**src/rtl/dftd_pkg.sv**
```systemverilog
// ----------------------------------------------------------------------------
// dftd_pkg
// Shared types, constants and the quarter-wave cosine table for the direct
// DFT block.
// ----------------------------------------------------------------------------
`default_nettype none

package dftd_pkg;

   // Default sizes, handed to the top level as parameter defaults
   localparam int DEF_MAX_POINTS   = 64;
   localparam int DEF_SAMPLE_BITS  = 16;
   localparam int DEF_TWIDDLE_BITS = 16;

   // Result field
   localparam int OUT_W   = 24;
   localparam int OUT_MAX = 8388607;
   localparam int OUT_MIN = -8388608;

   // Configuration port
   localparam int CSR_IDX_W  = 1;
   localparam int CSR_DATA_W = 3;
   localparam int LOG2_W     = 3;
   localparam logic [CSR_IDX_W-1:0] REG_LOG2_POINTS  = 1'b0;
   localparam logic [CSR_IDX_W-1:0] REG_INVERSE_MODE = 1'b1;
   localparam logic [LOG2_W-1:0]    LOG2_RESET       = 3'd6;
   localparam int LOG2_LIMIT = 6;

   // Phase is kept in 64ths of a turn
   localparam int PHASE_W  = 6;
   localparam int ROM_TURN = 64;

   // Quarter-wave cosine table, Q1.23
   localparam int ROM_W = 24;
   localparam logic [ROM_W-1:0] COS_ROM [0:16] = '{
      24'd8388608, 24'd8348215, 24'd8227423, 24'd8027397, 24'd7750063,
      24'd7398092, 24'd6974873, 24'd6484482, 24'd5931642, 24'd5321677,
      24'd4660461, 24'd3954362, 24'd3210181, 24'd2435084, 24'd1636536,
      24'd822227,  24'd0
   };

   // One finished frame waiting for the transform engine
   typedef struct packed {
      logic              bank;
      logic [LOG2_W-1:0] l;
      logic              inv;
   } job_type;

   // Table entry reduced to tb bits, rounded half up and capped
   function automatic logic [ROM_W:0] rom_mag(input logic [4:0] r, input int tb);
      logic [ROM_W:0] v;
      logic [ROM_W:0] cap;
      int             sh;
      v   = (r > 5'd16) ? '0 : {1'b0, COS_ROM[r]};
      sh  = ROM_W - tb;
      cap = (ROM_W+1)'((1 << (tb - 1)) - 1);
      if (sh > 0) begin
         v = (v + (ROM_W+1)'(1 << (sh - 1))) >> sh;
      end
      if (v > cap) begin
         v = cap;
      end
      return v;
   endfunction

   // Cosine of a phase by quadrant symmetry
   function automatic logic signed [ROM_W:0] cos_at(input logic [PHASE_W-1:0] p,
                                                    input int tb);
      logic [1:0]     q;
      logic [3:0]     r;
      logic [ROM_W:0] m;
      q = p[5:4];
      r = p[3:0];
      m = q[0] ? rom_mag(5'd16 - {1'b0, r}, tb) : rom_mag({1'b0, r}, tb);
      return (q == 2'd1 || q == 2'd2) ? -$signed(m) : $signed(m);
   endfunction

   // Sine is cosine three quarters of a turn on
   function automatic logic signed [ROM_W:0] sin_at(input logic [PHASE_W-1:0] p,
                                                    input int tb);
      return cos_at(p + PHASE_W'(48), tb);
   endfunction

endpackage

`default_nettype wire

```
**src/rtl/dftd_job_fifo.sv**
```systemverilog
// ----------------------------------------------------------------------------
// dftd_job_fifo
// Two-entry queue of finished frames between the sample front end and the
// transform engine.
// ----------------------------------------------------------------------------
`default_nettype none

module dftd_job_fifo
   import dftd_pkg::*;
(
   input  wire logic    clock,
   input  wire logic    reset,
   input  wire logic    push,
   input  wire job_type push_job,
   input  wire logic    pop,
   output logic         job_valid,
   output job_type      job_head
);

   job_type    slot_ff [2];
   logic       wr_ptr_ff, wr_ptr_in;
   logic       rd_ptr_ff, rd_ptr_in;
   logic [1:0] count_ff, count_in;

   assign job_valid = (count_ff != 2'd0);
   assign job_head  = slot_ff[rd_ptr_ff];

   // Move pointers and occupancy
   always_comb begin
      wr_ptr_in = push ? !wr_ptr_ff : wr_ptr_ff;
      rd_ptr_in = pop  ? !rd_ptr_ff : rd_ptr_ff;
      case ({push, pop})
         2'b10:   count_in = count_ff + 2'd1;
         2'b01:   count_in = count_ff - 2'd1;
         default: count_in = count_ff;
      endcase
   end

   always_ff @(posedge clock) begin
      if (reset) begin
         wr_ptr_ff <= 1'b0;
         rd_ptr_ff <= 1'b0;
         count_ff  <= '0;
      end else begin
         wr_ptr_ff <= wr_ptr_in;
         rd_ptr_ff <= rd_ptr_in;
         count_ff  <= count_in;
      end
   end

   always_ff @(posedge clock) begin
      if (push) begin
         slot_ff[wr_ptr_ff] <= push_job;
      end
   end

endmodule

`default_nettype wire

```
**config.mk**
```make
export PLATFORM = sky130hd
export DESIGN_NAME = dftd_job_fifo
export DESIGN_NICKNAME = d
export VERILOG_FILES = /design/src/rtl/dftd_pkg.sv /design/src/rtl/dftd_job_fifo.sv
export SDC_FILE = /design/constraint.sdc
export NUM_CORES = 1
export LEC_CHECK = 0
export ABC_AREA = 1
export BUFFER_PORTS_ARGS = -buffer_cell sky130_fd_sc_hd__buf_2
export CORE_UTILIZATION = 40
export CTS_CLUSTER_DIAMETER = 80
export DETAILED_ROUTE_END_ITERATION = 16
export SLEW_MARGIN = 20
export SYNTH_ARGS = -nofsm -noshare
export SYNTH_HDL_FRONTEND = slang
export SYNTH_SLANG_ARGS = --single-unit
```
**constraint.sdc**
```tcl
create_clock -name clock -period 1.8 [get_ports clock]
set_input_delay 0 -clock clock [delete_from_list [all_inputs] [get_ports clock]]
set_output_delay 0 -clock clock [all_outputs]
set_load 0.01 [all_outputs]
```
==> results.md, run 1 <==
* Core Rows at 13
* Die height at 40.0 µm
* DP Worst Slack at 794 ps
* Worst EP arrival at 1230 ps
* Clk sinks at 15
* Post-CTS Resized at 0
* First-pass GRT wire length at 1340 µm
* Drt total wl at 936 µm
* Rel. slew slack at 73.3%
* Min setup slack post-route at 567 ps
* Initial antenna violation count at 0
* Post-DR wirelength/cell at 11.0 µm
* Worst VDD drop at 0.431 mV
* Crit path required time at 1800 ps
* Total track usage at 13.7%
* Final Hold Violating Endpoints at 0
* Pins Over Slew Limit at 0
* PD cells at 910 mW/mm²
* TNS Setup at 0 ps
* Number of I/O pins at 15
* Clk pin slew, worst setup/hold paths at 80 ps
* Final cycle utilization of the critical path at 68.5%
* CTS tree: built
* Setup CP Type: reg -> out
* Synthesized flop and latch total at 15
* Final standard cell utilization of the core at 57.1%
* Via count at 380
* Final ANT Viol Nets at 0
* # DRC at 0
* Seq/Total Area, Yosys at 69.4%
* HP Class: in -> reg
* Syn Std Cell Area at 577 µm²
* Setup Viol. Count Final at 0
* CP max FO at 5
* Highest clock rate at 811 MHz
* Run status: finished, final reports clean
* NumNets Final at 81
* H-Tree Depth at 1
* Max Root-Sink Buffers at 2
* GPL Wtd Cong at 0.643
* Area Overhead vs Synth at 30.4%
* Post-synth cell types at 13
* Core box area at 0.00132 mm²
* CTS root buf: clkbuf_4
* Critical Path Source Type: flop
* Post-synthesis cell count at 46
* Post-Syn Nets at 56
* Min cycle time layout at 1230 ps
* # port buffers at 14
* Die Area at 0.00160 mm²
* Cells after DPL at 75
* Critical Path End Type: output port
* Die W at 40.0 µm
* CTS Buf Count at 3
* CTS Hold Bufs at 6
* Diode count at 0
* Total gr overflow at 0
* Hold WS at 6.37 ps
* Fillers at 111
* Non-filler cells, final at 85
* Avg Cell Area, Syn at 12.5 µm²
* Vias in the first global route at 331
* Commonest cells after routing, fill and taps aside: buf_2 (14), edfxtp_1 (10), nor2_1 (8)
* Worst slew pin tran at 399 ps
* Synthesis Warnings at 0
* RSZ-0062 raised after global routing: no
* Postcts setup bufs at 0
* Largest net degree at the start of global routing at 9
* Clk Latency, worst-skew pair at 270 ps
* Clk_skew at 0.736 ps
* Initial Util at 43.8%
* Leakage Power at 0.328 nW
* Commonest non-fill, non-tap cell in the layout: buf_2
* Vias per cell at 4.47
* Drt first pass iters at 4
* Max-cap violations at 0
* First DRT Iteration DRCs at 6
* Share of layout cells above drive strength 1 at 32.9%
[cell type report]
type	instances	area [µm²]	area share [%]
Inverter	6	22.5	3.00
Sequential cell	15	400	53.2
Clock buffer	4	26.3	3.49
Timing Repair Buffer	20	130	17.3
Multi-Input combinational cell	25	154	20.5
Tap cell	15	18.8	2.50
[sequential cells by signal (all words and copies together), names as in the netlist, named ones only]
| name | cells |
|---|---|
| wr_ptr_ff | 1 |
| rd_ptr_ff | 1 |
| slot_ff | 10 |
| count_ff | 2 |
[layer usage]
metal / track usage [%] / share of wire [%]
met5: 0 / 0
met3: 3.33 / 3.7
met4: 10.3 / 1.1
met1: 15.6 / 47
met2: 22.2 / 48
[per-stage QoR]
step	cell area (µm²)	power [mW]
after floorplan	577	0.464
after global placement	666	0.497
after detailed placement	666	0.499
after CTS	752	0.695
after global routing	752	0.727
final	752	0.684
[synthesized netlist by cell type]
cell,number,area [µm²]
a21oi_1,1,5.00
dfxtp_1,5,100
edfxtp_1,10,300
ha_1,1,12.5
inv_1,6,22.5
mux2_2,5,56.3
nand2_1,5,18.8
nand4_1,1,6.26
nor2_1,8,30.0
nor3_1,1,5.00
o21ai_0,1,5.00
or2_2,1,6.26
xnor2_1,1,8.76
[report_power, final]
group / internal [mW] / total [mW] / switching (mW)
Sequential: 0.392 / 0.406 / 0.0144
Clock: 0.0858 / 0.183 / 0.0972
Combinational: 0.0510 / 0.0947 / 0.0437
Total: 0.529 / 0.684 / 0.155
[kinds of logic (layout without fill, tap and decap cells)]
logic type               count (synthesis)  in the layout  share of synthesized area [%]
buffers and inverters                    6             30                           3.90
AND/OR/NAND/NOR                         16             16                           11.5
adder cells (fa/ha/maj)                  1              1                           2.17
multiplexers                             5              5                           9.76
flip-flops                              15             15                           69.4
AO/OA/AOI/OAI                            2              2                           1.73
XOR/XNOR                                 1              1                           1.52
[final timing paths]
| path | start | end | slack, ps | depth (start not counted) |
|---|---|---|---|---|
| worst max-delay path | flop | job_head[0] | 570 | 2 |
| worst min-delay path | push | wr_ptr_ff | 6 | 3 |
| worst max register to register | wr_ptr_ff | slot_ff[0][1] | 800 | 1 |
| worst min register to register | count_ff[1] | count_ff[1] | 510 | 2 |
[critical path, stage by stage, from the launching register on]
cell and delay [ps]:
dfxtp_1 460, mux2_2 360, buf_2 140
Power figures use the tool's default switching activity.
==> inputs of run 2 (changes only) <==
==> constraint.sdc (replaced) <==
create_clock -name clock -period 1.15 [get_ports clock]
set_input_delay 0 -clock clock [delete_from_list [all_inputs] [get_ports clock]]
set_output_delay 0 -clock clock [all_outputs]
set_load 0.01 [all_outputs]
==> run 2 against run 1 <==
  * Final cell count up 4.7%
  * Largest power group unchanged
  * Largest cell class unchanged
  * Combinational power increased by 110%
  * Highest routed layer unchanged
  * Non-clock buffer count increased by 4
  * Flip-flop and latch count is the same
  * Setup slack got worse by 570 ps
  * The run now ends with setup timing left
  * Register-to-register slack lost 560 ps
  * Worst hold slack better by 430 ps
  * Clock power increased by 67%
==> results.md, run 2 (synthesized netlist as in run 1, its figures left out) <==
* Final Hold Violating Endpoints at 0 (unchanged)
* Initial Util at 43.8% (unchanged)
* Highest clock rate at 865 MHz
* Worst reg-to-reg setup slack at 240 ps (-560 ps)
* Clk pin slew, worst setup/hold paths at 90 ps (about the same)
* Commonest non-fill, non-tap cell in the layout: edfxtp_1
* Clk Latency, worst-skew pair at 280 ps (about the same)
* Clk_skew at 2.36 ps (+1.62 ps)
* Diode count at 0 (unchanged)
* Post-DR wirelength/cell at 13.1 µm (+19%)
* Total gr overflow at 0 (unchanged)
* Critical R2R Capture: slot_ff[0][2]
* Clock Power Share at 26.7% (about the same)
* PD cells at 1360 mW/mm² (+49%)
* Initial antenna violation count at 0 (unchanged)
* Max reg flops at 10 (unchanged)
* Vias per cell at 4.57 (+2.3%)
* Total track usage at 15.7% (+2.0 points)
* Pins Over Slew Limit at 0 (unchanged)
* Violated checks: setup timing
* Die Area at 0.00160 mm² (unchanged)
* Run status: complete, but fails checks
* Share of layout cells above drive strength 1 at 40.5% (+7.7 points)
* Dpl hpwl at 774 µm
* Min cycle time layout at 1160 ps
* Setup Viol. Count Final at 2 (+2)
* Area Overhead vs Synth at 45.6%
* Core Rows at 13 (unchanged)
* Max-cap violations at 0 (unchanged)
* Cell Int Power at 859 µW (+63%)
* First DRT Iteration DRCs at 0 (-6)
* Via count at 407 (+7.1%)
* CP max FO at 5 (unchanged)
* Rel. slew slack at 84.2% (+11 points)
* Final cycle utilization of the critical path at 100%
* Sw Ratio at 24.7% (+2.0 points)
* P_sw at 282 µW (+82%)
* Hold_sp: reset
* # port buffers at 14 (unchanged)
* DP Worst Slack at 209 ps (-584 ps)
* Vias in the first global route at 352 (+6.3%)
* Sequential group share of total power at 56.0% (-3.4 points)
* Drt first pass iters at 1 (-3)
* Core box area at 0.00132 mm² (unchanged)
* Worst slew pin tran at 236 ps (-163 ps)
* Critical Path End Type: output port
* Worst VDD drop at 0.781 mV (+81%)
* Largest registers: slot_ff x10, count_ff x2
* Drt total wl at 1160 µm (+24%)
* GPL Wtd Cong at 0.573 (-11%)
* Max Root-Sink Buffers at 2 (unchanged)
* CTS root buf: clkbuf_4
* Comb pwr share at 17.3% (+3.5 points)
* HP Class: in -> reg
* CTS Buf Count at 3 (unchanged)
* Commonest cells after routing, fill and taps aside: edfxtp_1 (10), buf_2 (9), nor2_1 (8), dlygate4sd3_1 (8)
* CTS tree: built
* Die W at 40.0 µm (unchanged)
* Final standard cell utilization of the core at 63.7% (+6.6 points)
* Crit path required time at 1150 ps (-650 ps)
* Min-Delay Path Depth at 3 (unchanged)
* Die height at 40.0 µm (unchanged)
* First-pass GRT wire length at 1540 µm (+15%)
* Postcts setup bufs at 0 (unchanged)
* Final ANT Viol Nets at 0 (unchanged)
* Largest net degree at the start of global routing at 10 (+1)
* Top reg by flops: slot_ff
* Number of I/O pins at 15 (unchanged)
* # DRC at 0 (unchanged)
* Worst EP arrival at 1160 ps (-70 ps)
* Min setup slack post-route at -5.50 ps (-572 ps)
* NumNets Final at 85 (+4.9%)
* H-Tree Depth at 1 (unchanged)
* Setup CP Type: reg -> out
* Leakage Power at 0.362 nW (+10%)
* RSZ-0062 raised after global routing: yes
* R2R cell count at 2 (+1)
* Clk sinks at 15 (unchanged)
* Critical R2R Launch: wr_ptr_ff
* Critical Path Source Type: flop
run 2: cell types whose count changed in the layout (fill, tap and decap cells not counted), moves of 2 or more:
cell | before | now
dlygate4sd3_1 | 6 | 8
buf_6 | 0 | 5
inv_1 | 6 | 4
buf_4 | 0 | 2
inv_2 | 0 | 2
buf_2 | 14 | 9
run 2: how the worst max path moves through the flow:
stage                         end      start
floorplan           slot_ff[0][0]  wr_ptr_ff
global placement      job_head[3]       flop
detailed placement    job_head[1]       flop
CTS                   job_head[2]       flop
global route          job_head[1]       flop
finish                job_head[4]       flop
run 2: cell type report:
cell class                      instances  area, µm²
Multi-Input combinational cell         25        170
Inverter                                6       22.5
Clock buffer                            3       22.5
Timing Repair Buffer                   24        196
Fill cell                             111        478
Clock inverter                          1       5.00
Tap cell                               15       18.8
Sequential cell                        15        404
run 2: per-layer routing:
metal	vias up	GRT usage (%)	part of all wire, %
li1	209	-	-
met1	185	19.0	39
met2	11	26.2	57
met3	2	3.33	3.4
met4	0	7.76	1.0
met5	-	0	0
run 2: through the flow:
step                      instances  cell area [µm²]  TNS (ps)  power, mW  hold WS (ps)
after floorplan                  46              577         0      0.727          72.4
after global placement           77              681         0      0.784           190
after detailed placement         77              681         0      0.794           200
after CTS                        89              792         0       1.10           443
after global routing             89              840      -112       1.18           452
final                            89              840     -9.93       1.14           437
run 2: timing repair:
action                                  4_1_cts  5_1_grt
hold endpoints to repair                     13        0
endpoints found under the setup margin        5        6
resized for setup                             2        9
hold buffers                                  8        0
cloned                                        0        0
pin swaps                                     0        3
run 2: critical path, stage by stage, from the launching register on:
cell and delay [ps]:
dfxtp_4 400, mux2_2 350, buf_6 120
run 2: power groups by stage:
| stage | Combinational, mW | Sequential, mW | Clock, mW |
|---|---|---|---|
| finish | 0.197 | 0.640 | 0.305 |
| global route | 0.216 | 0.645 | 0.319 |
| CTS | 0.164 | 0.638 | 0.302 |
| detailed placement | 0.144 | 0.650 | 0 |
| global placement | 0.138 | 0.646 | 0 |
| floorplan | 0.0854 | 0.642 | 0 |
