`config.mk`:
```
export PLATFORM = sky130hd
export DESIGN_NAME = dftd_back
export DESIGN_NICKNAME = d
export VERILOG_FILES = /design/src/rtl/dftd_pkg.sv /design/src/rtl/dftd_back.sv
export SDC_FILE = /design/constraint.sdc
export NUM_CORES = 2
export LEC_CHECK = 0
export BUFFER_PORTS_ARGS = -buffer_cell sky130_fd_sc_hd__buf_4
export CAP_MARGIN = 30
export CORE_ASPECT_RATIO = 0.8
export CORE_MARGIN = 4
export CORE_UTILIZATION = 50
export DETAILED_ROUTE_END_ITERATION = 8
export PLACE_DENSITY = 0.66
export SYNTH_ARGS = -nofsm -noshare
export SYNTH_HDL_FRONTEND = slang
export SYNTH_SLANG_ARGS = --single-unit
```
`constraint.sdc`:
```
create_clock -name clock -period 19.43 [get_ports clock]
set_clock_uncertainty 0.15 [all_clocks]
set_input_delay 2.9145 -clock clock [delete_from_list [all_inputs] [get_ports clock]]
set_output_delay 2.9145 -clock clock [all_outputs]
set_load 0.1 [all_outputs]
```
`src/rtl/dftd_pkg.sv`:
```
// ----------------------------------------------------------------------------
// dftd_pkg
// Shared types, constants and the quarter-wave cosine table for the direct
// DFT block.
// ----------------------------------------------------------------------------
`default_nettype none

package dftd_pkg;

   // Default sizes, handed to the top level as parameter defaults
   localparam int DEF_MAX_POINTS   = 64;
   localparam int DEF_SAMPLE_BITS  = 16;
   localparam int DEF_TWIDDLE_BITS = 16;

   // Result field
   localparam int OUT_W   = 24;
   localparam int OUT_MAX = 8388607;
   localparam int OUT_MIN = -8388608;

   // Configuration port
   localparam int CSR_IDX_W  = 1;
   localparam int CSR_DATA_W = 3;
   localparam int LOG2_W     = 3;
   localparam logic [CSR_IDX_W-1:0] REG_LOG2_POINTS  = 1'b0;
   localparam logic [CSR_IDX_W-1:0] REG_INVERSE_MODE = 1'b1;
   localparam logic [LOG2_W-1:0]    LOG2_RESET       = 3'd6;
   localparam int LOG2_LIMIT = 6;

   // Phase is kept in 64ths of a turn
   localparam int PHASE_W  = 6;
   localparam int ROM_TURN = 64;

   // Quarter-wave cosine table, Q1.23
   localparam int ROM_W = 24;
   localparam logic [ROM_W-1:0] COS_ROM [0:16] = '{
      24'd8388608, 24'd8348215, 24'd8227423, 24'd8027397, 24'd7750063,
      24'd7398092, 24'd6974873, 24'd6484482, 24'd5931642, 24'd5321677,
      24'd4660461, 24'd3954362, 24'd3210181, 24'd2435084, 24'd1636536,
      24'd822227,  24'd0
   };

   // One finished frame waiting for the transform engine
   typedef struct packed {
      logic              bank;
      logic [LOG2_W-1:0] l;
      logic              inv;
   } job_type;

   // Table entry reduced to tb bits, rounded half up and capped
   function automatic logic [ROM_W:0] rom_mag(input logic [4:0] r, input int tb);
      logic [ROM_W:0] v;
      logic [ROM_W:0] cap;
      int             sh;
      v   = (r > 5'd16) ? '0 : {1'b0, COS_ROM[r]};
      sh  = ROM_W - tb;
      cap = (ROM_W+1)'((1 << (tb - 1)) - 1);
      if (sh > 0) begin
         v = (v + (ROM_W+1)'(1 << (sh - 1))) >> sh;
      end
      if (v > cap) begin
         v = cap;
      end
      return v;
   endfunction

   // Cosine of a phase by quadrant symmetry
   function automatic logic signed [ROM_W:0] cos_at(input logic [PHASE_W-1:0] p,
                                                    input int tb);
      logic [1:0]     q;
      logic [3:0]     r;
      logic [ROM_W:0] m;
      q = p[5:4];
      r = p[3:0];
      m = q[0] ? rom_mag(5'd16 - {1'b0, r}, tb) : rom_mag({1'b0, r}, tb);
      return (q == 2'd1 || q == 2'd2) ? -$signed(m) : $signed(m);
   endfunction

   // Sine is cosine three quarters of a turn on
   function automatic logic signed [ROM_W:0] sin_at(input logic [PHASE_W-1:0] p,
                                                    input int tb);
      return cos_at(p + PHASE_W'(48), tb);
   endfunction

endpackage

`default_nettype wire

```
`src/rtl/dftd_back.sv`:
```
// ----------------------------------------------------------------------------
// dftd_back
// Transform engine: steps over bins and samples, one complex multiply-accumulate
// per cycle unless stalled; rounds, scales in inverse mode and saturates each bin.
// ----------------------------------------------------------------------------
`default_nettype none

module dftd_back
   import dftd_pkg::*;
#(
   parameter int MAX_POINTS   = DEF_MAX_POINTS,
   parameter int SAMPLE_BITS  = DEF_SAMPLE_BITS,
   parameter int TWIDDLE_BITS = DEF_TWIDDLE_BITS
) (
   input  wire logic                          clock,
   input  wire logic                          reset,
   input  wire logic                          job_valid,
   input  wire job_type                       job_head,
   output logic                               job_pop,
   output logic                               bank_release,
   output logic                               rd_en,
   output logic [$clog2(MAX_POINTS):0]        rd_addr,
   input  wire logic signed [SAMPLE_BITS-1:0] rd_re,
   input  wire logic signed [SAMPLE_BITS-1:0] rd_im,
   output logic                               rsp_valid,
   input  wire logic                          rsp_stall,
   output logic signed [OUT_W-1:0]            rsp_bin_re,
   output logic signed [OUT_W-1:0]            rsp_bin_im,
   output logic                               rsp_bin_last
);

   localparam int AW    = $clog2(MAX_POINTS);
   localparam int TB    = TWIDDLE_BITS;
   localparam int PW    = SAMPLE_BITS + TWIDDLE_BITS;
   localparam int TW    = PW + 1;
   localparam int ACC_W = (PW + AW + 2 > OUT_W) ? PW + AW + 2 : OUT_W + 1;
   localparam logic signed [ACC_W-1:0] HALF = ACC_W'(1) << (TWIDDLE_BITS - 2);

   typedef enum logic [1:0] {
      SEQ_IDLE = 2'b01,
      SEQ_RUN  = 2'b10
   } seq_state_type;

   typedef struct packed {
      logic              valid;
      logic              first;
      logic              last_term;
      logic              last_bin;
      logic              inv;
      logic [LOG2_W-1:0] l;
   } flags_type;

   // Divide by 2^l, truncating toward zero
   function automatic logic signed [ACC_W-1:0] trunc_shift(
      input logic signed [ACC_W-1:0] v, input logic [LOG2_W-1:0] l);
      logic             neg;
      logic [ACC_W-1:0] mag;
      logic [ACC_W-1:0] sh;
      neg = v[ACC_W-1];
      mag = neg ? ACC_W'(-v) : ACC_W'(v);
      sh  = mag >> l;
      return neg ? -$signed(sh) : $signed(sh);
   endfunction

   // Clip to the result field
   function automatic logic signed [OUT_W-1:0] saturate(
      input logic signed [ACC_W-1:0] v);
      if (v > ACC_W'(OUT_MAX)) begin
         return OUT_W'(OUT_MAX);
      end else if (v < ACC_W'(OUT_MIN)) begin
         return OUT_W'(OUT_MIN);
      end
      return v[OUT_W-1:0];
   endfunction

   // Sequencer
   seq_state_type     state_ff, state_in;
   logic              bank_ff, bank_in;
   logic [LOG2_W-1:0] l_ff, l_in;
   logic              inv_ff, inv_in;
   logic [AW-1:0]     nm1_ff, nm1_in;
   logic [PHASE_W-1:0] step_ff, step_in;
   logic [AW-1:0]     j_ff, j_in;
   logic [AW-1:0]     k_ff, k_in;
   logic [PHASE_W-1:0] ph_ff, ph_in;
   logic [PHASE_W-1:0] kstep_ff, kstep_in;
   logic              issue;
   logic              advance;

   // Datapath stages
   flags_type               f1_ff, f1_in, f2_ff, f3_ff, f4_ff, f4_in, f5_ff, f6_ff;
   logic signed [TB-1:0]    c1_ff, c1_in, sn1_ff, sn1_in;
   logic signed [ROM_W:0]   cos_w, sin_w;
   logic signed [PW-1:0]    pac2_ff, pbs2_ff, pbc2_ff, pas2_ff;
   logic signed [TW-1:0]    tre3_ff, tim3_ff;
   logic signed [ACC_W-1:0] acc_re_ff, acc_re_in, acc_im_ff, acc_im_in;
   logic signed [ACC_W-1:0] sum_re, sum_im;
   logic signed [ACC_W-1:0] r5_re_ff, r5_im_ff;
   logic signed [ACC_W-1:0] t6_re_ff, t6_re_in, t6_im_ff, t6_im_in;
   logic                    rsp_valid_ff;
   logic signed [OUT_W-1:0] rsp_re_ff, rsp_im_ff;
   logic                    rsp_last_ff;

   // Pipeline and sample stepping move only when the result register can take a beat
   assign advance = !rsp_valid_ff || !rsp_stall;

   // Step through samples (inner) and bins (outer)
   always_comb begin
      state_in     = state_ff;
      bank_in      = bank_ff;
      l_in         = l_ff;
      inv_in       = inv_ff;
      nm1_in       = nm1_ff;
      step_in      = step_ff;
      j_in         = j_ff;
      k_in         = k_ff;
      ph_in        = ph_ff;
      kstep_in     = kstep_ff;
      job_pop      = 1'b0;
      bank_release = 1'b0;
      issue        = 1'b0;
      case (state_ff)
         SEQ_IDLE: begin
            if (job_valid) begin
               job_pop  = 1'b1;
               bank_in  = job_head.bank;
               l_in     = job_head.l;
               inv_in   = job_head.inv;
               nm1_in   = AW'(((AW+1)'(1) << job_head.l) - (AW+1)'(1));
               step_in  = PHASE_W'(7'(ROM_TURN) >> job_head.l);
               j_in     = '0;
               k_in     = '0;
               ph_in    = '0;
               kstep_in = '0;
               state_in = SEQ_RUN;
            end
         end
         SEQ_RUN: begin
            if (advance) begin
               issue = 1'b1;
               if (j_ff == nm1_ff) begin
                  j_in     = '0;
                  ph_in    = '0;
                  k_in     = k_ff + AW'(1);
                  kstep_in = kstep_ff + step_ff;
                  if (k_ff == nm1_ff) begin
                     bank_release = 1'b1;
                     state_in     = SEQ_IDLE;
                  end
               end else begin
                  j_in  = j_ff + AW'(1);
                  ph_in = ph_ff + kstep_ff;
               end
            end
         end
         default: begin
            state_in = SEQ_IDLE;
         end
      endcase
   end

   always_ff @(posedge clock) begin
      if (reset) begin
         state_ff <= SEQ_IDLE;
      end else begin
         state_ff <= state_in;
      end
      bank_ff  <= bank_in;
      l_ff     <= l_in;
      inv_ff   <= inv_in;
      nm1_ff   <= nm1_in;
      step_ff  <= step_in;
      j_ff     <= j_in;
      k_ff     <= k_in;
      ph_ff    <= ph_in;
      kstep_ff <= kstep_in;
   end

   // Sample read goes out with the twiddle lookup
   assign rd_en   = advance;
   assign rd_addr = {bank_ff, j_ff};

   assign cos_w  = cos_at(ph_ff, TWIDDLE_BITS);
   assign sin_w  = sin_at(ph_ff, TWIDDLE_BITS);
   assign c1_in  = TB'(cos_w);
   assign sn1_in = inv_ff ? TB'(-sin_w) : TB'(sin_w);

   always_comb begin
      f1_in.valid     = issue;
      f1_in.first     = (j_ff == '0);
      f1_in.last_term = (j_ff == nm1_ff);
      f1_in.last_bin  = (k_ff == nm1_ff);
      f1_in.inv       = inv_ff;
      f1_in.l         = l_ff;
   end

   // Only the last term of a bin moves on past the accumulator
   always_comb begin
      f4_in       = f3_ff;
      f4_in.valid = f3_ff.valid && f3_ff.last_term;
   end

   // Accumulate the complex terms of one bin
   always_comb begin
      acc_re_in = acc_re_ff;
      acc_im_in = acc_im_ff;
      if (f3_ff.valid) begin
         acc_re_in = f3_ff.first ? ACC_W'(tre3_ff) : acc_re_ff + ACC_W'(tre3_ff);
         acc_im_in = f3_ff.first ? ACC_W'(tim3_ff) : acc_im_ff + ACC_W'(tim3_ff);
      end
   end

   // Round to the sample scale, floor
   assign sum_re = acc_re_ff + HALF;
   assign sum_im = acc_im_ff + HALF;

   // Inverse scaling by the length
   assign t6_re_in = f5_ff.inv ? trunc_shift(r5_re_ff, f5_ff.l) : r5_re_ff;
   assign t6_im_in = f5_ff.inv ? trunc_shift(r5_im_ff, f5_ff.l) : r5_im_ff;

   // Stage flags: control, cleared at reset
   always_ff @(posedge clock) begin
      if (reset) begin
         f1_ff        <= '0;
         f2_ff        <= '0;
         f3_ff        <= '0;
         f4_ff        <= '0;
         f5_ff        <= '0;
         f6_ff        <= '0;
         rsp_valid_ff <= 1'b0;
      end else if (advance) begin
         f1_ff        <= f1_in;
         f2_ff        <= f1_ff;
         f3_ff        <= f2_ff;
         f4_ff        <= f4_in;
         f5_ff        <= f4_ff;
         f6_ff        <= f5_ff;
         rsp_valid_ff <= f6_ff.valid;
      end
   end

   // Stage data
   always_ff @(posedge clock) begin
      if (advance) begin
         c1_ff     <= c1_in;
         sn1_ff    <= sn1_in;
         pac2_ff   <= PW'(rd_re) * PW'(c1_ff);
         pbs2_ff   <= PW'(rd_im) * PW'(sn1_ff);
         pbc2_ff   <= PW'(rd_im) * PW'(c1_ff);
         pas2_ff   <= PW'(rd_re) * PW'(sn1_ff);
         tre3_ff   <= TW'(pac2_ff) + TW'(pbs2_ff);
         tim3_ff   <= TW'(pbc2_ff) - TW'(pas2_ff);
         acc_re_ff <= acc_re_in;
         acc_im_ff <= acc_im_in;
         r5_re_ff  <= sum_re >>> (TWIDDLE_BITS - 1);
         r5_im_ff  <= sum_im >>> (TWIDDLE_BITS - 1);
         t6_re_ff  <= t6_re_in;
         t6_im_ff  <= t6_im_in;
         if (f6_ff.valid) begin
            rsp_re_ff   <= saturate(t6_re_ff);
            rsp_im_ff   <= saturate(t6_im_ff);
            rsp_last_ff <= f6_ff.last_bin;
         end
      end
   end

   assign rsp_valid    = rsp_valid_ff;
   assign rsp_bin_re   = rsp_re_ff;
   assign rsp_bin_im   = rsp_im_ff;
   assign rsp_bin_last = rsp_last_ff;

endmodule

`default_nettype wire

```
==> summary.md <==
| Metric | Value |
|---|---|
| DR top layer | `met5` |
| Top cells by count, synth | `inv_1, fa_1, nand2_1` |
| Metal2 WL | `86000 um` |
| Syn nets | `9419` |
| Final Hold Fails | `0` |
| DIE AREA | `155000 um2` |
| Final Slew Violations | `0` |
| Finish-stage setup viols | `0` |
| Slowest CP cell | `a2111oi_0` |
| Post-CTS setup buffer count | `0` |
| Port buffer count | `100` |
| Top cells by area, synth | `fa_1, edfxtp_1, ha_1` |
| Clk buf depth | `3` |
| Synth Warn # | `0` |
| Top FF cell, synth | `edfxtp_1` |
| Remaining Overflow, GRT | `0` |
| Sink Count | `567` |
| Pre-antenna DRT Iters | `5` |
| Post-synth EDFFs | `526` |
| Yosys cell types | `90` |
| Synth top area share | `0.283` |
| Gp weighted congestion | `0.923` |
| Core area | `148000 um2` |
| Total Wirelength | `187000 um` |
| TritonCTS clock tree | `done` |
| Largest net degree at the start of global routing | `170` |
| CTS resizes | `0` |
| Hold Crit Class | `flip-flop to flip-flop` |
| Clock Latency Late Sink | `0.67 ns` |
| Initial core utilization | `0.504` |
| # hold bufs at CTS | `0` |
| Mapped Avg Cell Area | `9.53 um2` |
| First-pass GRT wire length | `303000 um` |
| Num CTS Buffers | `68` |
| DRC Markers | `0` |
| Min Tclk post-route | `9.58 ns` |
| RSZ-0062 raised after global routing | `false` |
| Initial antenna violation count | `21` |
| CP Capture Type | `flip-flop` |
| Async SR Flop Fraction | `0` |
| Final #Nets | `9298` |
| Crit share post-route | `0.493` |
| Crit Path Max Fanout | `32` |
| Post-Syn Area | `74500 um2` |
| Clk pin slew, worst setup/hold paths | `0.06 ns` |
| CP cell instances | `buf_4 > nand2_1 > fa_1 > inv_1 > fa_1 > fa_1 > fa_1 > inv_1 > fa_1 > inv_1 > fa_1 > ha_1 > o211ai_1 > nor2_1 > a21oi_1 > o21a_1 > o41ai_1 > a311oi_1 > nor3_1 > a2111oi_0 > o21ai_0 > a21oi_1 > o21ai_0 > xnor2_1` |
| Clock root cell | `clkbuf_16` |
| Wirelength per Cell | `19.2 um` |
| Vias in the first global route | `56.1k` |
| Area delta synth->final | `6.29%` |
| Die Y | `353 um` |
| Routed vias/inst | `5.59` |
| Worst path most repeated cell | `fa_1` |
| CP peak stage delay | `0.60 ns` |
| WP buf/inv | `4` |
| Crit Path Category | `input port to flip-flop` |
| Worst Max-Slew Pin Slew | `1.04 ns` |
| Most frequent cell after synthesis | `inv_1` |
| Status | `finished, final reports clean` |
| Die Width | `440 um` |
| Rel. slew slack | `0.286` |
| Ports | `101` |
| Wire length on met1 | `81600 um` |
| Worst Setup Start Kind | `input port` |
| Via Count | `54.5k` |
| GR Util All Layers | `0.243` |
| Fmax | `104 MHz` |
| Worst path required time | `19.68 ns` |
| Cells after Synth | `7819` |
| Remaining antenna violation count | `0` |
| Sequential area share after synthesis | `0.223` |
| Total Neg Setup Slack | `0 ns` |
| Synth Register Bits | `567` |
| Met3 wire length | `14000 um` |
| Synth area leader | `fa_1` |
| CTS H-tree depth | `3` |
| Crit path DAT | `9.84 ns` |
| Site Rows | `126` |
| Share of layout cells above drive strength 1 | `0.0511` |
| Maxcap violations | `0` |
| Starting DRT DRC Count | `4033` |
| Post-DP HPWL | `142000 um` |
| CP delay by family, top | `adder cells` |
| Filler instances | `13.3k` |
[cell type report]
| cell class | instances | area, um2 | share of cell area |
|---|---|---|---|
| multi-input cells | 5633 | 51800 | 0.654 |
| flip-flops and latches | 567 | 16600 | 0.210 |
| inverters | 1260 | 4740 | 0.0598 |
| well taps | 1984 | 2480 | 0.0313 |
| clock buffers | 82 | 1800 | 0.0227 |
| repair buffers | 168 | 1300 | 0.0164 |
| clock inverters | 42 | 437 | 0.00551 |
| diodes | 1 | 2.50 | 0.0000316 |
[per-stage QoR]
| stage | cells | hold slack, ns | worst slack, ns | utilization | instance area, um2 |
|---|---|---|---|---|---|
| after CTS | 9733 | 0.284 | 9.91 | 0.535 | 79200 |
| final | 9737 | 0.281 | 9.85 | 0.536 | 79200 |
| after global routing | 9736 | 0.300 | 9.44 | 0.536 | 79200 |
| after global placement | 9607 | 0.272 | 9.36 | 0.520 | 76900 |
| after detailed placement | 9609 | 0.270 | 9.19 | 0.520 | 76900 |
| after floorplan | 7819 | 0.258 | 2.26 | - | 74500 |
[cells in the final DEF, fill, tap and decap left out, types with 32 or more instances in the layout]
cell type / synthesis / final
o31ai_1: 58 / 58
edfxtp_1: 526 / 526
a21oi_1: 369 / 369
nor4_1: 37 / 37
xor2_1: 139 / 139
o21a_1: 76 / 76
a211oi_1: 39 / 39
nand3_1: 109 / 109
o21bai_1: 33 / 33
mux2_2: 33 / 33
o21ai_0: 239 / 239
nand2b_1: 113 / 113
nand2_1: 940 / 940
and3_1: 44 / 44
nand4_1: 39 / 39
clkbuf_16: 0 / 70
dfxtp_1: 41 / 36
a21o_1: 106 / 106
xnor2_1: 317 / 317
a31oi_1: 56 / 56
buf_4: 3 / 162
nor3_1: 73 / 73
o211ai_1: 32 / 32
inv_1: 1255 / 1254
ha_1: 505 / 505
mux2i_1: 55 / 55
or3_1: 36 / 36
nor2_1: 313 / 313
fa_1: 1054 / 1054
nor2b_1: 51 / 51
and2_1: 411 / 408
[worst paths after layout]
kind | start | endpoint | slack [ns] | cells after the start
worst max register to register | c1_ff[1]$_DFFE_PN_ | pbc2_ff[31]$_DFFE_PN_ | 11.71 | 24
worst max-delay path | rd_im[11] | pbc2_ff[31]$_DFFE_PN_ | 9.85 | 24
worst min register to register | f6_ff[4]$_SDFFE_PP0N_ | rsp_bin_last$_DFFE_PP_ | 0.28 | 0
worst min-delay path | f6_ff[4]$_SDFFE_PP0N_ | rsp_bin_last$_DFFE_PP_ | 0.28 | 0
[flip-flops by register name (all words and copies together) (netlist names), 16 cells and up]
name	cells
pac2_ff	32
rsp_bin_im	24
pbs2_ff	32
acc_re_ff	40
r5_im_ff	25
tim3_ff	33
tre3_ff	33
rsp_bin_re	24
r5_re_ff	25
sn1_ff	16
t6_im_ff	40
pas2_ff	32
acc_im_ff	40
c1_ff	16
t6_re_ff	40
pbc2_ff	32
[metal layers]
layer	up-vias	global-route usage
met1	27100	0.339
met4	2	0.0667
met2	1750	0.392
li1	25300	-
met5	-	0
met3	309	0.0452
[logic make-up after synthesis]
| logic type | synth area share |
|---|---|
| and+or+nand+nor | 0.148 |
| AOI/OAI and AO/OA | 0.107 |
| muxes | 0.0181 |
| DFF | 0.223 |
| xor gates and xnor gates | 0.0536 |
| adders and majority gates | 0.368 |
| buffers and inverters | 0.0820 |
[worst register-to-register path: stages, from the launching register on]
cell and delay, ns:
edfxtp_1 0.32, buf_4 0.43, nand2_1 0.18, fa_1 0.56, inv_1 0.06, fa_1 0.56, fa_1 0.46, fa_1 0.54
inv_1 0.05, fa_1 0.47, inv_1 0.05, fa_1 0.44, ha_1 0.35, o211ai_1 0.38, nor2_1 0.09, a21oi_1 0.19
o21a_1 0.16, o41ai_1 0.15, a311oi_1 0.44, nor3_1 0.11, a2111oi_0 0.60, o21ai_0 0.21, a21oi_1 0.23, o21ai_0 0.13
xnor2_1 0.16
Power is not shown: default switching activity piles up to over one toggle a cycle in this logic, so the estimate is an artifact.
